## config.mk

```make
export PLATFORM = sky130hd
export DESIGN_NAME = plsi_div_chain
export DESIGN_NICKNAME = d
export VERILOG_FILES = /design/src/rtl/plsi_div_cell.sv /design/src/rtl/plsi_div_chain.sv
export SDC_FILE = /design/constraint.sdc
export NUM_CORES = 2
export LEC_CHECK = 0
export BUFFER_PORTS_ARGS = -buffer_cell sky130_fd_sc_hd__buf_2
export CORE_AREA = 2 2 728 730
export CTS_BUF_LIST = sky130_fd_sc_hd__clkbuf_16
export CTS_CLUSTER_SIZE = 25
export DETAILED_ROUTE_END_ITERATION = 6
export DIE_AREA = 0 0 730 732
export REMOVE_ABC_BUFFERS = 1
export SYNTH_ARGS = -nofsm -noshare
export SYNTH_HDL_FRONTEND = slang
export SYNTH_HIERARCHICAL = 1
export SYNTH_SLANG_ARGS = --single-unit
```

## constraint.sdc

```tcl
create_clock -name clk -period 5.85 [get_ports clk]
set_input_delay 1.17 -clock clk [delete_from_list [all_inputs] [get_ports clk]]
set_output_delay 1.17 -clock clk [all_outputs]
set_load 0.01 [all_outputs]
```

## src/rtl/plsi_div_cell.sv

```systemverilog
// One restoring division step for several lanes, with sideband carried along.
module plsi_div_cell #(
  parameter int DW    = 26,
  parameter int VW    = 10,
  parameter int LANES = 3,
  parameter int SBW   = 8
) (
  input  logic                       clk,
  input  logic                       rst_n,
  input  logic                       en,
  input  logic                       v_i,
  input  logic [LANES-1:0][DW-1:0]   dvd_i,
  input  logic [LANES-1:0][VW-1:0]   rem_i,
  input  logic [LANES-1:0][VW-1:0]   d_i,
  input  logic [SBW-1:0]             sb_i,
  output logic                       v_o,
  output logic [LANES-1:0][DW-1:0]   dvd_o,
  output logic [LANES-1:0][VW-1:0]   rem_o,
  output logic [LANES-1:0][VW-1:0]   d_o,
  output logic [SBW-1:0]             sb_o
);

  logic                     v_r;
  logic [LANES-1:0][DW-1:0] dvd_r, dvd_nxt;
  logic [LANES-1:0][VW-1:0] rem_r, rem_nxt;
  logic [LANES-1:0][VW-1:0] d_r;
  logic [SBW-1:0]           sb_r;

  always_comb begin
    logic [VW:0] t;
    logic        ge;
    for (int l = 0; l < LANES; l++) begin
      t  = {rem_i[l], dvd_i[l][DW-1]};
      ge = t >= {1'b0, d_i[l]};
      rem_nxt[l] = ge ? VW'(t - {1'b0, d_i[l]}) : VW'(t);
      dvd_nxt[l] = {dvd_i[l][DW-2:0], ge};
    end
  end

  always_ff @(posedge clk) begin
    if (!rst_n) begin
      v_r <= 1'b0;
    end else if (en) begin
      v_r <= v_i;
    end
  end

  always_ff @(posedge clk) begin
    if (en) begin
      dvd_r <= dvd_nxt;
      rem_r <= rem_nxt;
      d_r   <= d_i;
      sb_r  <= sb_i;
    end
  end

  assign v_o   = v_r;
  assign dvd_o = dvd_r;
  assign rem_o = rem_r;
  assign d_o   = d_r;
  assign sb_o  = sb_r;

endmodule

```

## src/rtl/plsi_div_chain.sv

```systemverilog
// Row of division cells that yields one quotient bit per cell.
module plsi_div_chain #(
  parameter int DW    = 26,
  parameter int VW    = 10,
  parameter int LANES = 3,
  parameter int SBW   = 8
) (
  input  logic                       clk,
  input  logic                       rst_n,
  input  logic                       en,
  input  logic                       v_i,
  input  logic [LANES-1:0][DW-1:0]   dvd_i,
  input  logic [LANES-1:0][VW-1:0]   d_i,
  input  logic [SBW-1:0]             sb_i,
  output logic                       v_o,
  output logic [LANES-1:0][DW-1:0]   quo_o,
  output logic [LANES-1:0][VW-1:0]   rem_o,
  output logic [SBW-1:0]             sb_o
);

  logic                     v_s   [0:DW];
  logic [LANES-1:0][DW-1:0] dvd_s [0:DW];
  logic [LANES-1:0][VW-1:0] rem_s [0:DW];
  logic [LANES-1:0][VW-1:0] d_s   [0:DW];
  logic [SBW-1:0]           sb_s  [0:DW];

  assign v_s[0]   = v_i;
  assign dvd_s[0] = dvd_i;
  assign rem_s[0] = '0;
  assign d_s[0]   = d_i;
  assign sb_s[0]  = sb_i;

  for (genvar k = 0; k < DW; k++) begin : g_cell
    plsi_div_cell #(
      .DW(DW), .VW(VW), .LANES(LANES), .SBW(SBW)
    ) u_cell (
      .clk   (clk),
      .rst_n (rst_n),
      .en    (en),
      .v_i   (v_s[k]),
      .dvd_i (dvd_s[k]),
      .rem_i (rem_s[k]),
      .d_i   (d_s[k]),
      .sb_i  (sb_s[k]),
      .v_o   (v_s[k+1]),
      .dvd_o (dvd_s[k+1]),
      .rem_o (rem_s[k+1]),
      .d_o   (d_s[k+1]),
      .sb_o  (sb_s[k+1])
    );
  end

  assign v_o   = v_s[DW];
  assign quo_o = dvd_s[DW];
  assign rem_o = rem_s[DW];
  assign sb_o  = sb_s[DW];

endmodule

```

* Word level (Yosys, flattened, before mapping)
Cells that the tools add are included.
** Operators by class
- Add/subtract/negate cells :: 78
- Magnitude comparators :: 78
- Muxes and demuxes :: 78
** Operator list (count)
- 11-bit by 10-bit >= comparator with 1-bit output :: 75
- 10-bit 2-to-1 mux :: 75
- 10-bit subtractor :: 75
- 1-bit by 10-bit >= comparator with 1-bit output :: 3
- 1-bit by 10-bit subtractor with 10-bit output :: 3
- 1-bit 2-to-1 mux :: 3
** Storage, ports and cells
- Register bits :: 3792
- Bits of input ports :: 120
- Output and inout bits :: 117
- Word-level logic and storage cells :: 520

* Depth between registers and ports, before layout
- Depth after elaboration :: 2
- Gate-level depth with buffers :: 10
- Depth with buffers taken out :: 10

* Modules after synthesis
Netlist, hierarchy kept.
** Modules (own cells, without submodules)
- plsi_div_cell at g_cell[15].u_cell ... :: times used 15, cells an instance 374, area each 6261.0 sq um, seq. area each 4404.2 sq um
- plsi_div_cell at g_cell[0].u_cell ... :: times used 8, cells an instance 375, area each 6264.8 sq um, seq. area each 4404.2 sq um
- plsi_div_cell at g_cell[14].u_cell :: times used 1, cells an instance 375, area each 6257.3 sq um, seq. area each 4404.2 sq um
- plsi_div_cell at g_cell[7].u_cell :: times used 1, cells an instance 372, area each 6257.3 sq um, seq. area each 4404.2 sq um
- plsi_div_cell at g_cell[22].u_cell :: times used 1, cells an instance 373, area each 6248.5 sq um, seq. area each 4404.2 sq um
- plsi_div_chain :: times used 1, cells an instance 1, area each 3.8 sq um, seq. area each 0.0 sq um

* Worst setup path after synthesis
No wires, ideal clock.
- Kind :: input -> register
- Start point :: input dvd_i[77] (netlist name)
- End point :: register g_cell[0].u_cell.rem_r (netlist bit g_cell[0].u_cell/rem_o[28]), data pin
- Library setup time :: 0.260 ns
- Arrival time :: 2.774 ns
- Required time :: 5.590 ns
- Path slack :: 2.816 ns
- Stages on the path :: 9
- Path through :: inv_1 > ha_1 > inv_1 > fa_1 > a211oi_1 > o21bai_1 > a221oi_1 > xnor2_1 > mux2_4
** Between the ends
- Cells in the longest elaborated chain, start to end :: 1
** RTL lines
- start: declaration :: line plsi_div_chain.sv:12 : input logic [LANES-1:0][DW-1:0] dvd_i,
- 1-bit by 10-bit subtractor with 10-bit output or 1-bit by 10-bit >= comparator with 1-bit output (tied branches) :: line plsi_div_cell.sv:35, plsi_div_cell.sv:34
- end signal: assignment :: line plsi_div_cell.sv:51 : rem_r <= rem_nxt;
- end: declaration :: line plsi_div_cell.sv:25 : logic [LANES-1:0][VW-1:0] rem_r, rem_nxt;
Parallel ways exist; a longest one is shown, timed or not.
A chain may end at the register's enable or synchronous reset.

* Final worst setup path
- Start point :: register g_cell[25].u_cell.dvd_r (netlist bit g_cell[25].u_cell/dvd_o[76])
- End point :: output quo_o[76] (netlist name)
** RTL lines
- start: declaration :: line plsi_div_cell.sv:24 : logic [LANES-1:0][DW-1:0] dvd_r, dvd_nxt;
- start signal: assignment :: line plsi_div_cell.sv:50 : dvd_r <= dvd_nxt;
- end: declaration :: line plsi_div_chain.sv:16 : output logic [LANES-1:0][DW-1:0] quo_o,
No word-level cell between the ends.

==> results.txt <==
Final Wtd Congestion = 0.8444
DRT Pass-1 Iters = 5
Final Hold Fails = 0
Critical path class = reg -> out
Die Wd = 730 microns
Most common cell after layout, fill and taps aside = edfxtp_1
CP startpoint kind = flip-flop
CP Capture Type = primary output
Fin crit period = 2.882 ns
GRT Residual Overflow = 0
Synth Warn # = 6
First-pass GRT wire length = 415,500 microns
Status = completed
Total power = 92.15 mW
H-Tree Depth = 5
CTS tree = built
Post-cts repair resize count = 0
Wirelength per Cell = 14.67 microns
Initial Util = 30.73%
CTS clk-pin slew, worst paths = 0.06 ns
Postcts setup bufs = 0
TNS Setup = 0 ns
R2R Setup Slk = 3.24 ns
IO Count = 237
Input/output buffers = 236
Clock skew = 0.08446 ns
GRT Total Usage = 9.494%
Worst-path cell chain = buf_2
Share of post-route cells with drive strength above 1 = 17.01%
PD cells = 493.6 nW/um^2
Wl on met1 = 113,100 microns
Crit path buf inv count = 1
Clock Latency Late Sink = 1.00 ns
Placeable Area = 526,800 sq um
CP max stage cell = edfxtp_1
Met2 wire len = 126,800 microns
Max cap viols = 0
Leakage = 70.78 nW
Fin crit share = 49.27%
Maximum root-to-sink buffer count = 4
CP required = 4.68 ns
Final wirelength = 261,200 microns
Num rows = 267
Final Setup Violations = 0
Via/cell ratio = 4.327
Root buffer cell = clkbuf_16
Syn Inst Count = 9,701
CTS sink cnt = 3,792
Pin count of the biggest net entering global routing = 183
Synthesized area per cell = 16.69 sq um
Via count = 77,070
Die height = 732 microns
CTS Hold Bufs = 0
Worst-Margin Slew = 1.049 ns
Slew HR = 30.05%
DR iter-0 viols = 3,987
Max Clk Rate = 346.9 MHz
Critical path's top delay family = flip-flops
Detailed placer's ending HPWL = 178,700 microns
Die area = 534,400 sq um
Crit Path Max Fanout = 1
Area delta synth->final = 15.30%
Initial antenna violation count = 18
Hold crit path type = in -> reg
Detailed-route DRC error count = 0
Final Max Tran Viols = 0
Most frequent cells in the layout = edfxtp_1 (3,766), inv_1 (1,030), ha_1 (780)
Mapped Area = 161,900 sq um
Max stage delay on crit path = 0.52 ns
TritonCTS Buffers = 414
Vias in the first global route = 78,850
Post-layout nets = 11,440
RSZ-0062 raised after global routing = no
Filler instances = 49,600
Detail Route Antenna Nets = 0
Max layer used = met5
CP Data Arrival Time = 1.71 ns
Wire length on met3 = 10,580 microns
Worst vdd ir = 0.2664 mV
[stage by stage]
stage          setup WS [ns]  cell area, sq um  std cells  hold slack (ns)  util, %
2_1_floorplan          2.816            162100       9758           0.4003        -
3_3_place_gp           2.471            172700      17040           0.4002    32.78
3_5_place_dp           2.496            172700      17040           0.4045    32.78
4_1_cts                2.747            186700      17810           0.1922    35.43
5_1_grt                2.820            186700      17810           0.2431    35.43
6_report               2.968            186700      17810           0.3429    35.43
[cell type report]
type,count,area [sq um],share of cell area [%]
well taps,6994,8751,4.688
clock inverters,350,3593,1.925
inverters,1015,4003,2.144
flip-flops and latches,3792,113600,60.86
multi-input cells,4951,44490,23.83
clock buffers,414,10360,5.550
repair buffers,292,1867,1.000
diodes,3,7.507,0.004021
[power breakdown]
part / leakage (nW) / internal, mW / switching (mW)
combinational: 26.8 / 14.6 / 13.1
sequential: 37.0 / 36.1 / 2.17
clock: 7.03 / 15.4 / 10.8
total: 70.8 / 66.0 / 26.1
[layer usage]
layer  track usage [%]  vias up
met5                 0        -
met4             4.053        8
met3             1.779      622
met2             16.41     1109
met1             11.56    36890
li1                  -    38440
[sequential cells by signal (all words and copies together), names as in the netlist]
signal	count
g_cell.u_cell/d_o	750
g_cell.u_cell/dvd_o	2028
g_cell.u_cell/rem_o	780
g_cell.u_cell/sb_o	208
g_cell.u_cell/v_o	26
[worst paths after layout]
check	startpoint	cells after the start	to
setup reg to reg	g_cell[6].u_cell/dvd_o[25]$_DFFE_PP_	10	g_cell[7].u_cell/rem_o[8]$_DFFE_PP_
hold reg to reg	g_cell[7].u_cell/sb_o[0]$_DFFE_PP_	0	g_cell[8].u_cell/sb_o[0]$_DFFE_PP_
setup / recovery	g_cell[25].u_cell/dvd_o[76]$_DFFE_PP_	1	quo_o[76]
hold / removal	dvd_i[75]	1	g_cell[0].u_cell/dvd_o[76]$_DFFE_PP_
[worst reg2reg max path, stage by stage, from the launching register on]
cell and delay [ns]:
edfxtp_1 0.35, inv_1 0.08, ha_1 0.16, inv_1 0.05, fa_1 0.39, a21o_1 0.19
a21oi_1 0.28, nor2_1 0.09, a2111oi_1 0.39, xnor2_1 0.11, mux2_4 0.26
Note: power is estimated with default switching activity, not from simulation.
