--- src/rtl/plsi_pkg.sv ---
// Package with the beat types, register codes and lattice tables of the site index block.
package plsi_pkg;

  localparam int COORD_BITS = 16;
  localparam int SITE_BITS  = 26;
  localparam int OUT_BITS   = 9;

  localparam logic [1:0] REG_MODE   = 2'd0;
  localparam logic [1:0] REG_SIDE_A = 2'd1;
  localparam logic [1:0] REG_SIDE_B = 2'd2;
  localparam logic [1:0] REG_SIDE_C = 2'd3;

  localparam logic [1:0] FAULT_NONE   = 2'd0;
  localparam logic [1:0] FAULT_PARITY = 2'd1;
  localparam logic [1:0] FAULT_RANGE  = 2'd2;

  typedef struct packed {
    logic                          kind;
    logic signed [COORD_BITS-1:0]  x_coord;
    logic signed [COORD_BITS-1:0]  y_coord;
    logic signed [COORD_BITS-1:0]  z_coord;
    logic [SITE_BITS-1:0]          site_in;
  } in_beat_t;

  typedef struct packed {
    logic [SITE_BITS-1:0] site_out;
    logic [OUT_BITS-1:0]  x_out;
    logic [OUT_BITS-1:0]  y_out;
    logic [OUT_BITS-1:0]  z_out;
    logic [1:0]           fault;
  } out_beat_t;

  // Parity pattern is {z, y, x}.
  function automatic logic fcc_valid(input logic [2:0] pat);
    logic v;
    case (pat)
      3'd0, 3'd3, 3'd5, 3'd6: v = 1'b1;
      default:                v = 1'b0;
    endcase
    return v;
  endfunction

  function automatic logic [1:0] fcc_offset(input logic [2:0] pat);
    logic [1:0] o;
    case (pat)
      3'd3:    o = 2'd3;
      3'd5:    o = 2'd2;
      3'd6:    o = 2'd1;
      default: o = 2'd0;
    endcase
    return o;
  endfunction

  // Returns parity bits {x, y, z} for a sublattice offset.
  function automatic logic [2:0] fcc_parity(input logic [1:0] off);
    logic [2:0] p;
    case (off)
      2'd1:    p = 3'b011;
      2'd2:    p = 3'b101;
      2'd3:    p = 3'b110;
      default: p = 3'b000;
    endcase
    return p;
  endfunction

endpackage

--- src/rtl/plsi_out_buf.sv ---
// Two-entry result buffer that decouples the pipeline from a stalling receiver.
module plsi_out_buf (
  input  logic                clk,
  input  logic                rst_n,
  input  logic                push,
  input  plsi_pkg::out_beat_t push_data,
  output logic                full,
  output logic                out_valid,
  input  logic                out_stall,
  output plsi_pkg::out_beat_t out_data
);

  plsi_pkg::out_beat_t mem_r [0:1];
  logic                wr_r, wr_nxt;
  logic                rd_r, rd_nxt;
  logic [1:0]          cnt_r, cnt_nxt;
  logic                pop;

  assign pop       = (cnt_r != 2'd0) && !out_stall;
  assign out_valid = cnt_r != 2'd0;
  assign out_data  = mem_r[rd_r];
  assign full      = cnt_r == 2'd2;

  always_comb begin
    wr_nxt  = push ? !wr_r : wr_r;
    rd_nxt  = pop ? !rd_r : rd_r;
    cnt_nxt = cnt_r;
    if (push && !pop) begin
      cnt_nxt = cnt_r + 2'd1;
    end else if (pop && !push) begin
      cnt_nxt = cnt_r - 2'd1;
    end
  end

  always_ff @(posedge clk) begin
    if (!rst_n) begin
      wr_r  <= 1'b0;
      rd_r  <= 1'b0;
      cnt_r <= 2'd0;
    end else begin
      wr_r  <= wr_nxt;
      rd_r  <= rd_nxt;
      cnt_r <= cnt_nxt;
    end
  end

  always_ff @(posedge clk) begin
    if (push) begin
      mem_r[wr_r] <= push_data;
    end
  end

`ifndef SYNTHESIS
  a_no_push_full: assert property (@(posedge clk) disable iff (!rst_n)
    full |-> !push) else $error("push into full buffer");
  a_drain: assert property (@(posedge clk) disable iff (!rst_n)
    (full && !out_stall) |=> (cnt_r == 2'd1)) else $error("full buffer did not drain");
  a_fill: assert property (@(posedge clk) disable iff (!rst_n)
    (cnt_r == 2'd1 && push && out_stall) |=> full) else $error("buffer lost a beat");
`endif

endmodule

--- config.mk ---
export PLATFORM = sky130hd
export DESIGN_NAME = plsi_out_buf
export DESIGN_NICKNAME = d
export VERILOG_FILES = /design/src/rtl/plsi_pkg.sv /design/src/rtl/plsi_out_buf.sv
export SDC_FILE = /design/constraint.sdc
export NUM_CORES = 1
export LEC_CHECK = 0
export ABC_AREA = 1
export BUFFER_PORTS_ARGS = -buffer_cell sky130_fd_sc_hd__buf_4
export CAP_MARGIN = 20
export CORE_MARGIN = 10
export CORE_UTILIZATION = 47
export DETAILED_ROUTE_END_ITERATION = 7
export PLACE_DENSITY = 0.75
export SYNTH_ARGS = -nofsm -noshare
export SYNTH_HDL_FRONTEND = slang
export SYNTH_SLANG_ARGS = --single-unit
--- constraint.sdc ---
create_clock -name clk -period 3.6 [get_ports clk]
set_clock_uncertainty 0.1 [all_clocks]
set_input_delay 0.72 -clock clk [delete_from_list [all_inputs] [get_ports clk]]
set_output_delay 0.72 -clock clk [all_outputs]
set_load 0.01 [all_outputs]
== Word level (Yosys, flattened, before mapping) ==
Memories as Yosys holds them, arrays and structs flattened. A register that Yosys moved wholly into a read port is not among the register bits.
Cells that the tools add are included.

* Bits in writable memories: 110
* Memories: 1
* Bits in registers: 4
* Logic and storage cells: 23
* Input port bits: 59
* Output and inout bits: 57

{| class="wikitable"
|+ Memories
! name !! depth !! bits a word !! rd ports !! clocked after memory_dff !! write ports !! line !! RTL
|-
| mem_r || 2 || 55 || 1 || 1 || 1 || plsi_out_buf.sv:13 || <nowiki>plsi_pkg::out_beat_t mem_r [0:1];</nowiki>
|}

* Reduce and logical (&&, ||, !) cells: 10
* Add/subtract/negate cells: 2
* Mux-type cells: 6
* Equal/unequal tests: 1

{| class="wikitable"
|+ Operators by type and width
! operator !! number
|-
| logical NOT 1 bit || 5
|-
| 2-to-1 mux 1 bit || 4
|-
| 2-to-1 mux 2 bit || 2
|-
| nonzero test 2 bit || 2
|-
| logical AND 1 bit || 3
|-
| adder 2 x 1 -> 2 bit (second input constant) || 1
|-
| == test 2 bit (second input constant) || 1
|-
| subtractor 2 x 1 -> 2 bit (second input constant) || 1
|}

== Depth between registers and ports, before layout ==
Gate-level depths: netlist of run 1.

* Depth in word-level cells: 5
* Depth in mapped cells: 10
* Gate-level depth less buffers: 10

== Worst setup path before layout of run 1 ==
Ideal clock, no wire load.

* Path kind: input -> register
* Start: input port push
* End: memory mem_r[0][0] (netlist bit), enable pin
* Slack: -38 ps
* Buffers on the path: 0
* Arrival: 3069 ps
* Setup time: 469 ps
* Cell stages on the path: 2
* Data required time: 3031 ps
* Path through: inv_1 > nor2_1

* Longest elaborated chain between the ends: 2

{| class="wikitable"
|+ RTL lines
! what !! line !! RTL
|-
| start: declaration || plsi_out_buf.sv:5 || <nowiki>input logic push,</nowiki>
|-
| 2-to-1 mux 1 bit || plsi_out_buf.sv:48 || <nowiki>if (push) begin</nowiki>
|-
| 2-to-1 mux 1 bit (not written as such) || plsi_out_buf.sv:49 || <nowiki>mem_r[wr_r] <= push_data;</nowiki>
|-
| end: declaration || plsi_out_buf.sv:13 ||
|}

No other way between the ends.

==> flow_metrics.py, run 1 <==
metrics = {
    "floorplan": {
        "ioPinCount": 116,
        "start_util_pct": 48.2,
        "rows": 35,
        "die_h_um": 117,
        "dieArea_um2": 13800,
        "die_w_um": 117,
        "fp.coreArea_um2": 9240,
    },
    "layout": {
        "final_common_cell": "buf_4",
        "final_layout_size_suffix_gt1_share_pct": 58.0,
        "multi_input_area_um2": 917,
        "diodes": 0,
        "final_util_pct": 65.7,
        "num-fill-cells": 623,
        "final_cell_mix": "115 x buf_4, 110 x edfxtp_1, 50 x mux2_4",
        "nets": 398,
        "regArea_um2": 3410,
        "syn_to_final_growth_pct": 36.3,
    },
    "timing": {
        "setup_viol": 0,
        "drv_slew": 0,
        "grt_setup_unrepaired": "false",
        "fin_crit_sh_pct": 78.8,
        "period_minus_slack_ps": 2840,
        "tightestPinTransition_ps": 756,
        "tns_ps": 0,
        "fmax_mhz": 353,
        "hold_viol_final": 0,
        "slew_headroom_pct": 49.5,
    },
    "clocking": {
        "cts_sinks": 115,
        "cts_setup_buffers": 0,
        "cts_buffers": 17,
        "postCtsResizedCells": 0,
        "cts_hold_buf": 0,
        "cts_tree": "done",
        "cts_buffer_depth": 2,
        "clk_latency_ps": 490,
        "clk_pin_slew_ps": 50,
        "cts_max_level": 4,
        "cts_root_buffer": "clkbuf_8",
    },
    "synth": {
        "syn_inst": 207,
        "synthesis.area_um2": 4450,
        "synth_seq_cells": 115,
        "yosysTopAreaCellShare_pct": 74.2,
        "ys_seq_area_share_pct": 76.4,
        "ys_warn_count": 0,
        "synth_nets": 267,
        "synth.avg_cell_area_um2": 21.5,
        "synthTopCellsByArea": "edfxtp_1 74%, mux2_4 17%, buf_12 2.2%",
        "synth_cell_types": 14,
        "synth_top_cell_by_area": "edfxtp_1",
    },
    "power": {
        "pwr-share-comb_pct": 12.7,
        "power_switching_uw": 787,
        "leakage_uw": 0.00244,
        "p_sw_share_pct": 20.3,
        "power_uw": 3880,
        "ir_drop_mv": 0.342,
        "powerDensity_nw_per_um2": 640,
        "p_clk_share_pct": 46.1,
        "p_seq_share_pct": 41.2,
        "p_int_uw": 3100,
    },
    "worst_setup_path": {
        "path_cells": "buf_12 > mux2_2 > buf_4",
        "cp.required_ps": 2780,
        "start_kind": "register",
        "path_buf_inv": 2,
        "max_stage_delay_ps": 700,
        "critPathTopFamily": "flip-flops",
        "path_class": "register to primary output",
        "crit_slowest_cell": "dfxtp_4",
        "reg2reg_depth": 2,
        "path_depth": 3,
        "critical_path_peak_fanout": 30,
        "worstPathArrival_ps": 2020,
        "cp-end-kind": "primary output",
    },
    "worst_hold_path": {
        "min_path_cells": 1,
        "hold_class": "input port to register",
    },
    "detailed_routing": {
        "post_drt_wl_per_cell_um": 17.1,
        "routed-via-count": 2217,
        "drt_iter0_drc": 72,
        "route.antenna.remaining_nets": 0,
        "drc": 0,
        "wl_um": 8210,
        "first_pass_iters": 4,
        "viasPerCell": 4.63,
    },
    "placed_design": {
        "place.gp.congestion": 0.696,
        "port_buffers": 115,
        "place_hpwl_um": 5670,
    },
    "grt": {
        "grt_first_pass_wirelength_um": 13000,
        "antenna_found_initial": 0,
        "grtUsageTotal_pct": 12.1,
        "gr-total-overflow": 0,
        "grt_max_degree": 33,
        "grt_pass1_vias": 2491,
    },
    "status": {
        "outcome": "finished, final reports clean",
    },
    "flow_run": {
        "cap_violations": 0,
    },
}
-- cell families (layout without fill, tap and decap cells) --
| logic type | Yosys count | count (layout) | synth area share, % |
|---|---|---|---|
| buffers and inverters | 14 | 157 | 3.17 |
| AND/OR/NAND/NOR | 19 | 19 | 1.69 |
| flip-flops | 115 | 115 | 76.4 |
| AO/OA/AOI/OAI | 3 | 3 | 0.337 |
| multiplexers | 55 | 55 | 18.1 |
| adder cells (fa/ha/maj) | 1 | 1 | 0.281 |
-- state kept, by name, indices dropped and copies added (netlist names), named ones only --
name / count
rd_r: 1
wr_r: 1
cnt_r: 2
mem_r: 110
-- through the flow --
| step | instance area (µm²) | std cells | setup WS (ps) | hold slack [ps] |
|---|---|---|---|---|
| 2_1_floorplan | 4460 | 207 | 911 | 367 |
| 3_3_place_gp | 5440 | 448 | 1250 | 381 |
| 3_5_place_dp | 5440 | 448 | 1260 | 393 |
| 4_1_cts | 6070 | 479 | 696 | 277 |
| 5_1_grt | 6070 | 479 | 646 | 274 |
| 6_report | 6070 | 479 | 764 | 306 |
-- final cells by class --
class | instances | area share, %
multi-input cells | 78 | 15.1
repair buffers | 118 | 15.2
clock inverters | 12 | 3.48
well taps | 129 | 2.66
flip-flops and latches | 115 | 56.1
inverters | 8 | 0.495
clock buffers | 19 | 6.94
-- cell usage after synthesis (all sizes together) --
cell,count
dfxtp,5
nand4,1
buf,6
nand3,1
a21oi,2
ha,1
mux2,55
nand2,9
edfxtp,110
o21ai,1
nor2,8
inv,8
-- path summary, 6_finish.rpt --
| kind | from | to | slack (ps) |
|---|---|---|---|
| setup / recovery | register | out_data[54] | 760 |
| hold / removal | push_data[52] | mem_r[1][52] | 310 |
| setup reg to reg | wr_r | mem_r[0][2] | 1910 |
| hold reg to reg | rd_r | rd_r | 400 |
-- routing by layer --
metal  vias up  global-route usage, %  part of all wire [%]
met5         -                      0                     0
met3         5                   5.13                   5.6
met4         0                   4.69                  0.61
met1      1072                   13.9                    43
met2        80                   19.5                    51
li1       1060                      -                     -
-- power groups by stage --
stage	Clock (µW)	Combinational (µW)	Sequential, µW
floorplan	0	326	1600
global placement	0	496	1620
detailed placement	0	502	1630
CTS	1820	505	1600
global route	1900	531	1610
finish	1790	494	1600
Note: power is estimated with default switching activity, not from simulation.
==> inputs of run 2 (changes only) <==
==> constraint.sdc (replaced) <==
create_clock -name clk -period 2.4 [get_ports clk]
set_clock_uncertainty 0.1 [all_clocks]
set_input_delay 0.48 -clock clk [delete_from_list [all_inputs] [get_ports clk]]
set_output_delay 0.48 -clock clk [all_outputs]
set_load 0.01 [all_outputs]
==> run 2 against run 1 <==
  * Sequential share of layout area hardly changed
  * Combinational power rose by 62%
  * Non-clock buffer count rose by 7
==> flow_metrics.py, run 2 (synthesis gave the netlist of run 1 again) <==
metrics = {
    "status": {
        "outcome": "finished, final reports clean",
    },
    "layout": {
        "final_layout_size_suffix_gt1_share_pct": 59.5,
        "largest_register": "mem_r",
        "regArea_um2": 3410,
        "nets": 405,
        "syn_to_final_growth_pct": 36.4,
        "largestRegisters": "mem_r x110, cnt_r x2",
        "final_common_cell": "buf_4",
        "diodes": 0,
        "multi_input_area_um2": 917,
        "num-fill-cells": 641,
        "final_cell_mix": "122 x buf_4, 110 x edfxtp_1, 50 x mux2_4",
        "largest_reg_flops": 110,
    },
    "worst_setup_path": {
        "max_stage_delay_ps": 390,
        "r2r_start": "cnt_r[0]",
        "critical_path_peak_fanout": 19,
        "cp.required_ps": 1820,
        "crit_slowest_cell": "dfxtp_4",
        "start_kind": "register",
        "cp-end-kind": "primary output",
        "path_cells": "buf_12 > mux2_2 > buf_4",
        "path_class": "register to primary output",
        "worstPathArrival_ps": 1600,
    },
    "timing": {
        "hold_viol_final": 0,
        "period_minus_slack_ps": 2180,
        "fin_ws_ps": 223,
        "setup_viol": 0,
        "slew_headroom_pct": 73.1,
        "drv_slew": 0,
        "fin_crit_sh_pct": 90.7,
        "tns_ps": 0,
        "fmax_mhz": 459,
        "grt_setup_unrepaired": "false",
        "tightestPinTransition_ps": 404,
    },
    "detailed_routing": {
        "first_pass_iters": 4,
        "wl_um": 8370,
        "drt_iter0_drc": 74,
        "viasPerCell": 4.65,
        "post_drt_wl_per_cell_um": 17.2,
        "route.antenna.remaining_nets": 0,
        "drc": 0,
        "routed-via-count": 2263,
    },
    "flow_run": {
        "cap_violations": 0,
    },
    "clocking": {
        "clk_latency_ps": 510,
        "cts_sinks": 115,
        "cts_tree": "done",
        "clk_pin_slew_ps": 60,
        "cts_buffer_depth": 2,
        "cts_root_buffer": "clkbuf_8",
        "cts_max_level": 4,
        "cts_buffers": 17,
        "cts_hold_buf": 0,
    },
    "grt": {
        "gr-total-overflow": 0,
        "grt_first_pass_wirelength_um": 13600,
        "antenna_found_initial": 0,
        "grt_pass1_vias": 2615,
        "grtUsageTotal_pct": 12.7,
        "grt_max_degree": 31,
    },
    "placed_design": {
        "dp_worst_setup_slack_ps": 519,
        "port_buffers": 115,
        "place_hpwl_um": 5720,
        "place.gp.congestion": 0.645,
    },
    "power": {
        "powerDensity_nw_per_um2": 921,
        "leakage_uw": 0.00244,
        "ir_drop_mv": 0.494,
    },
    "floorplan": {
        "die_h_um": 117,
        "die_w_um": 117,
        "fp.coreArea_um2": 9240,
        "dieArea_um2": 13800,
        "ioPinCount": 116,
        "rows": 35,
        "start_util_pct": 48.2,
    },
    "worst_hold_path": {
        "hold_class": "input port to register",
        "hp-start": "push_data[48]",
    },
}
-- run 2: final timing paths --
check | end | slack [ps] | cells past startpoint
hold / removal | mem_r[0][48] | 50 | 1
setup reg to reg | cnt_r[1] | 820 | 9
hold reg to reg | register | 410 | 2
setup / recovery | out_data[51] | 220 | 3
-- run 2: layer usage --
metal | track usage, % | share of wire [%] | vias up
li1 | - | - | 1072
met1 | 13.8 | 41 | 1101
met2 | 21.1 | 51 | 76
met3 | 5.52 | 6.6 | 14
met4 | 5.40 | 1.6 | 0
met5 | 0 | 0 | -
-- run 2: power breakdown --
group	internal, µW	switching (µW)	total, µW
combinational	460	342	802
sequential	2330	35.7	2360
clock	1580	852	2430
-- run 2: layout make-up --
class / count / share of cell area [%]
clock buffers: 19 / 6.94
clock inverters: 13 / 2.66
inverters: 8 / 0.494
multi-input cells: 78 / 15.1
flip-flops and latches: 115 / 56.1
well taps: 129 / 2.66
repair buffers: 125 / 16.1
-- run 2: what timing repair did --
action | CTS | global route
resized for setup | 0 | 0
hold endpoints to repair | 0 | 0
endpoints found under the setup margin | 17 | 0
buffers inserted | 3 | 0
-- run 2: metrics by stage --
stage / utilization (%) / power, µW / hold WS (ps) / area (µm²) / instances
3_5_place_dp: 59.2 / 3210 / 385 / 5470 / 452
3_3_place_gp: 59.2 / 3190 / 381 / 5470 / 452
2_1_floorplan: - / 2880 / 367 / 4460 / 207
6_report: 65.7 / 5590 / 54.7 / 6070 / 487
4_1_cts: 65.7 / 5670 / 31.1 / 6070 / 487
5_1_grt: 65.7 / 5820 / 31.0 / 6070 / 487
-- run 2: worst max-delay path, delay by kind of cell (launching register included) --
kind / cells / cell delay, ps
DFF: 1 / 390
buffers and inverters: 2 / 340
muxes: 1 / 350
==> inputs of run 3 (changes only) <==
--- a/config.mk
+++ b/config.mk
@@ -10,8 +10,9 @@
 export CAP_MARGIN = 20
 export CORE_MARGIN = 10
 export CORE_UTILIZATION = 47
+export CTS_CLUSTER_SIZE = 16
 export DETAILED_ROUTE_END_ITERATION = 7
-export PLACE_DENSITY = 0.75
+export PLACE_DENSITY = 0.83
 export SYNTH_ARGS = -nofsm -noshare
 export SYNTH_HDL_FRONTEND = slang
 export SYNTH_SLANG_ARGS = --single-unit
==> run 3 against run 2 <==
  * Clock-buffer cell count decreased by 1
  * Cell count decreased by 0.21%
  * Combinational power decreased by 0.5%
  * Core utilization decreased by 0.37 points
  * Register-to-register slack about the same
  * Total power decreased by 3.5%
  * Setup slack improved by 20 ps
  * Final area decreased by 0.56%
  * Wire length decreased by 2.6%
  * Largest power group is now sequential cells
  * Highest routed layer unchanged
==> flow_metrics.py, run 3 (synthesis gave the netlist of run 1 again) <==
metrics = {
    "status": {
        "outcome": "finished, final reports clean",
    },
    "timing": {
        "grt_setup_unrepaired": "false",
        "slew_headroom_pct": 76.1,
        "fin_ws_ps": 242,
        "period_minus_slack_ps": 2160,
        "tightestPinTransition_ps": 358,
        "tns_ps": 0,
        "setup_viol": 0,
        "fin_crit_sh_pct": 89.9,
        "fmax_mhz": 463,
        "drv_slew": 0,
        "hold_viol_final": 0,
    },
    "flow_run": {
        "cap_violations": 0,
    },
    "layout": {
        "syn_to_final_growth_pct": 35.6,
        "final_cell_mix": "121 x buf_4, 110 x edfxtp_1, 50 x mux2_4",
        "final_layout_size_suffix_gt1_share_pct": 58.5,
        "final_common_cell": "buf_4",
        "largest_reg_flops": 110,
        "largestRegisters": "mem_r x110, cnt_r x2",
        "nets": 405,
        "largest_register": "mem_r",
        "diodes": 0,
    },
    "grt": {
        "grtUsageTotal_pct": 12.2,
        "antenna_found_initial": 0,
        "gr-total-overflow": 0,
        "grt_pass1_vias": 2519,
        "grt_first_pass_wirelength_um": 13100,
        "grt_max_degree": 42,
    },
    "worst_setup_path": {
        "worstPathArrival_ps": 1580,
        "path_cells": "buf_12 > mux2_2 > buf_4",
        "start_kind": "register",
        "cp-end-kind": "primary output",
        "max_stage_delay_ps": 400,
        "critical_path_peak_fanout": 16,
        "crit_slowest_cell": "dfxtp_4",
        "cp.required_ps": 1820,
        "path_class": "register to primary output",
    },
    "clocking": {
        "clk_latency_ps": 490,
        "cts_sinks": 115,
        "cts_max_level": 4,
        "clk_pin_slew_ps": 50,
        "cts_buffer_depth": 2,
        "postCtsResizedCells": 0,
        "cts_setup_buffers": 4,
        "cts_hold_buf": 0,
        "cts_root_buffer": "clkbuf_8",
        "cts_tree": "done",
        "cts_buffers": 17,
    },
    "floorplan": {
        "dieArea_um2": 13800,
        "die_h_um": 117,
        "rows": 35,
        "start_util_pct": 48.2,
        "ioPinCount": 116,
        "die_w_um": 117,
        "fp.coreArea_um2": 9240,
    },
    "placed_design": {
        "place.gp.congestion": 0.699,
        "place_hpwl_um": 5800,
        "port_buffers": 115,
        "dp_worst_setup_slack_ps": 500,
    },
    "detailed_routing": {
        "routed-via-count": 2243,
        "drc": 0,
        "first_pass_iters": 4,
        "route.antenna.remaining_nets": 0,
        "wl_um": 8150,
        "viasPerCell": 4.62,
        "post_drt_wl_per_cell_um": 16.8,
        "drt_iter0_drc": 84,
    },
    "power": {
        "powerDensity_nw_per_um2": 893,
        "leakage_uw": 0.00243,
        "ir_drop_mv": 0.560,
    },
    "worst_hold_path": {
        "hold_class": "input port to register",
    },
}
run 3: per-layer routing:
layer	part of all wire, %	track usage, %	up-vias
met5	0	0	-
met4	0.93	4.69	0
met3	7.6	6.24	8
met2	53	20.9	75
met1	38	12.2	1087
li1	-	-	1073
run 3: area by class of cell:
class,count,area [µm²]
Timing Repair Buffer,125,988
Clock buffer,18,418
Clock inverter,13,119
Inverter,8,30.0
Fill cell,650,3200
Sequential cell,115,3410
Multi-Input combinational cell,78,917
Tap cell,129,161
run 3: stage by stage:
step | hold slack [ps] | util [%] | cells | instance area [µm²] | total power (µW)
2_1_floorplan | 367 | - | 207 | 4460 | 2880
3_3_place_gp | 380 | 59.2 | 451 | 5470 | 3190
3_5_place_dp | 393 | 59.2 | 451 | 5470 | 3210
4_1_cts | 42.8 | 65.4 | 486 | 6040 | 5460
5_1_grt | 37.0 | 65.4 | 486 | 6040 | 5630
6_report | 69.4 | 65.4 | 486 | 6040 | 5400
run 3: worst paths after layout:
check | start | to | slack (ps) | cells after the start
max | register | out_data[54] | 240 | 3
min | push_data[37] | mem_r[1][37] | 70 | 1
max reg2reg | cnt_r[0] | cnt_r[1] | 830 | 9
min reg2reg | rd_r | rd_r | 400 | 2
run 3: critical path: cells and delay by family, from the launching register on:
kind | cells | cell delay [ps]
muxes | 1 | 350
buffers and inverters | 2 | 330
DFF | 1 | 400
run 3: power by group:
part	internal, µW	switching [µW]
Sequential	2330	38.4
Combinational	465	333
Clock	1440	786
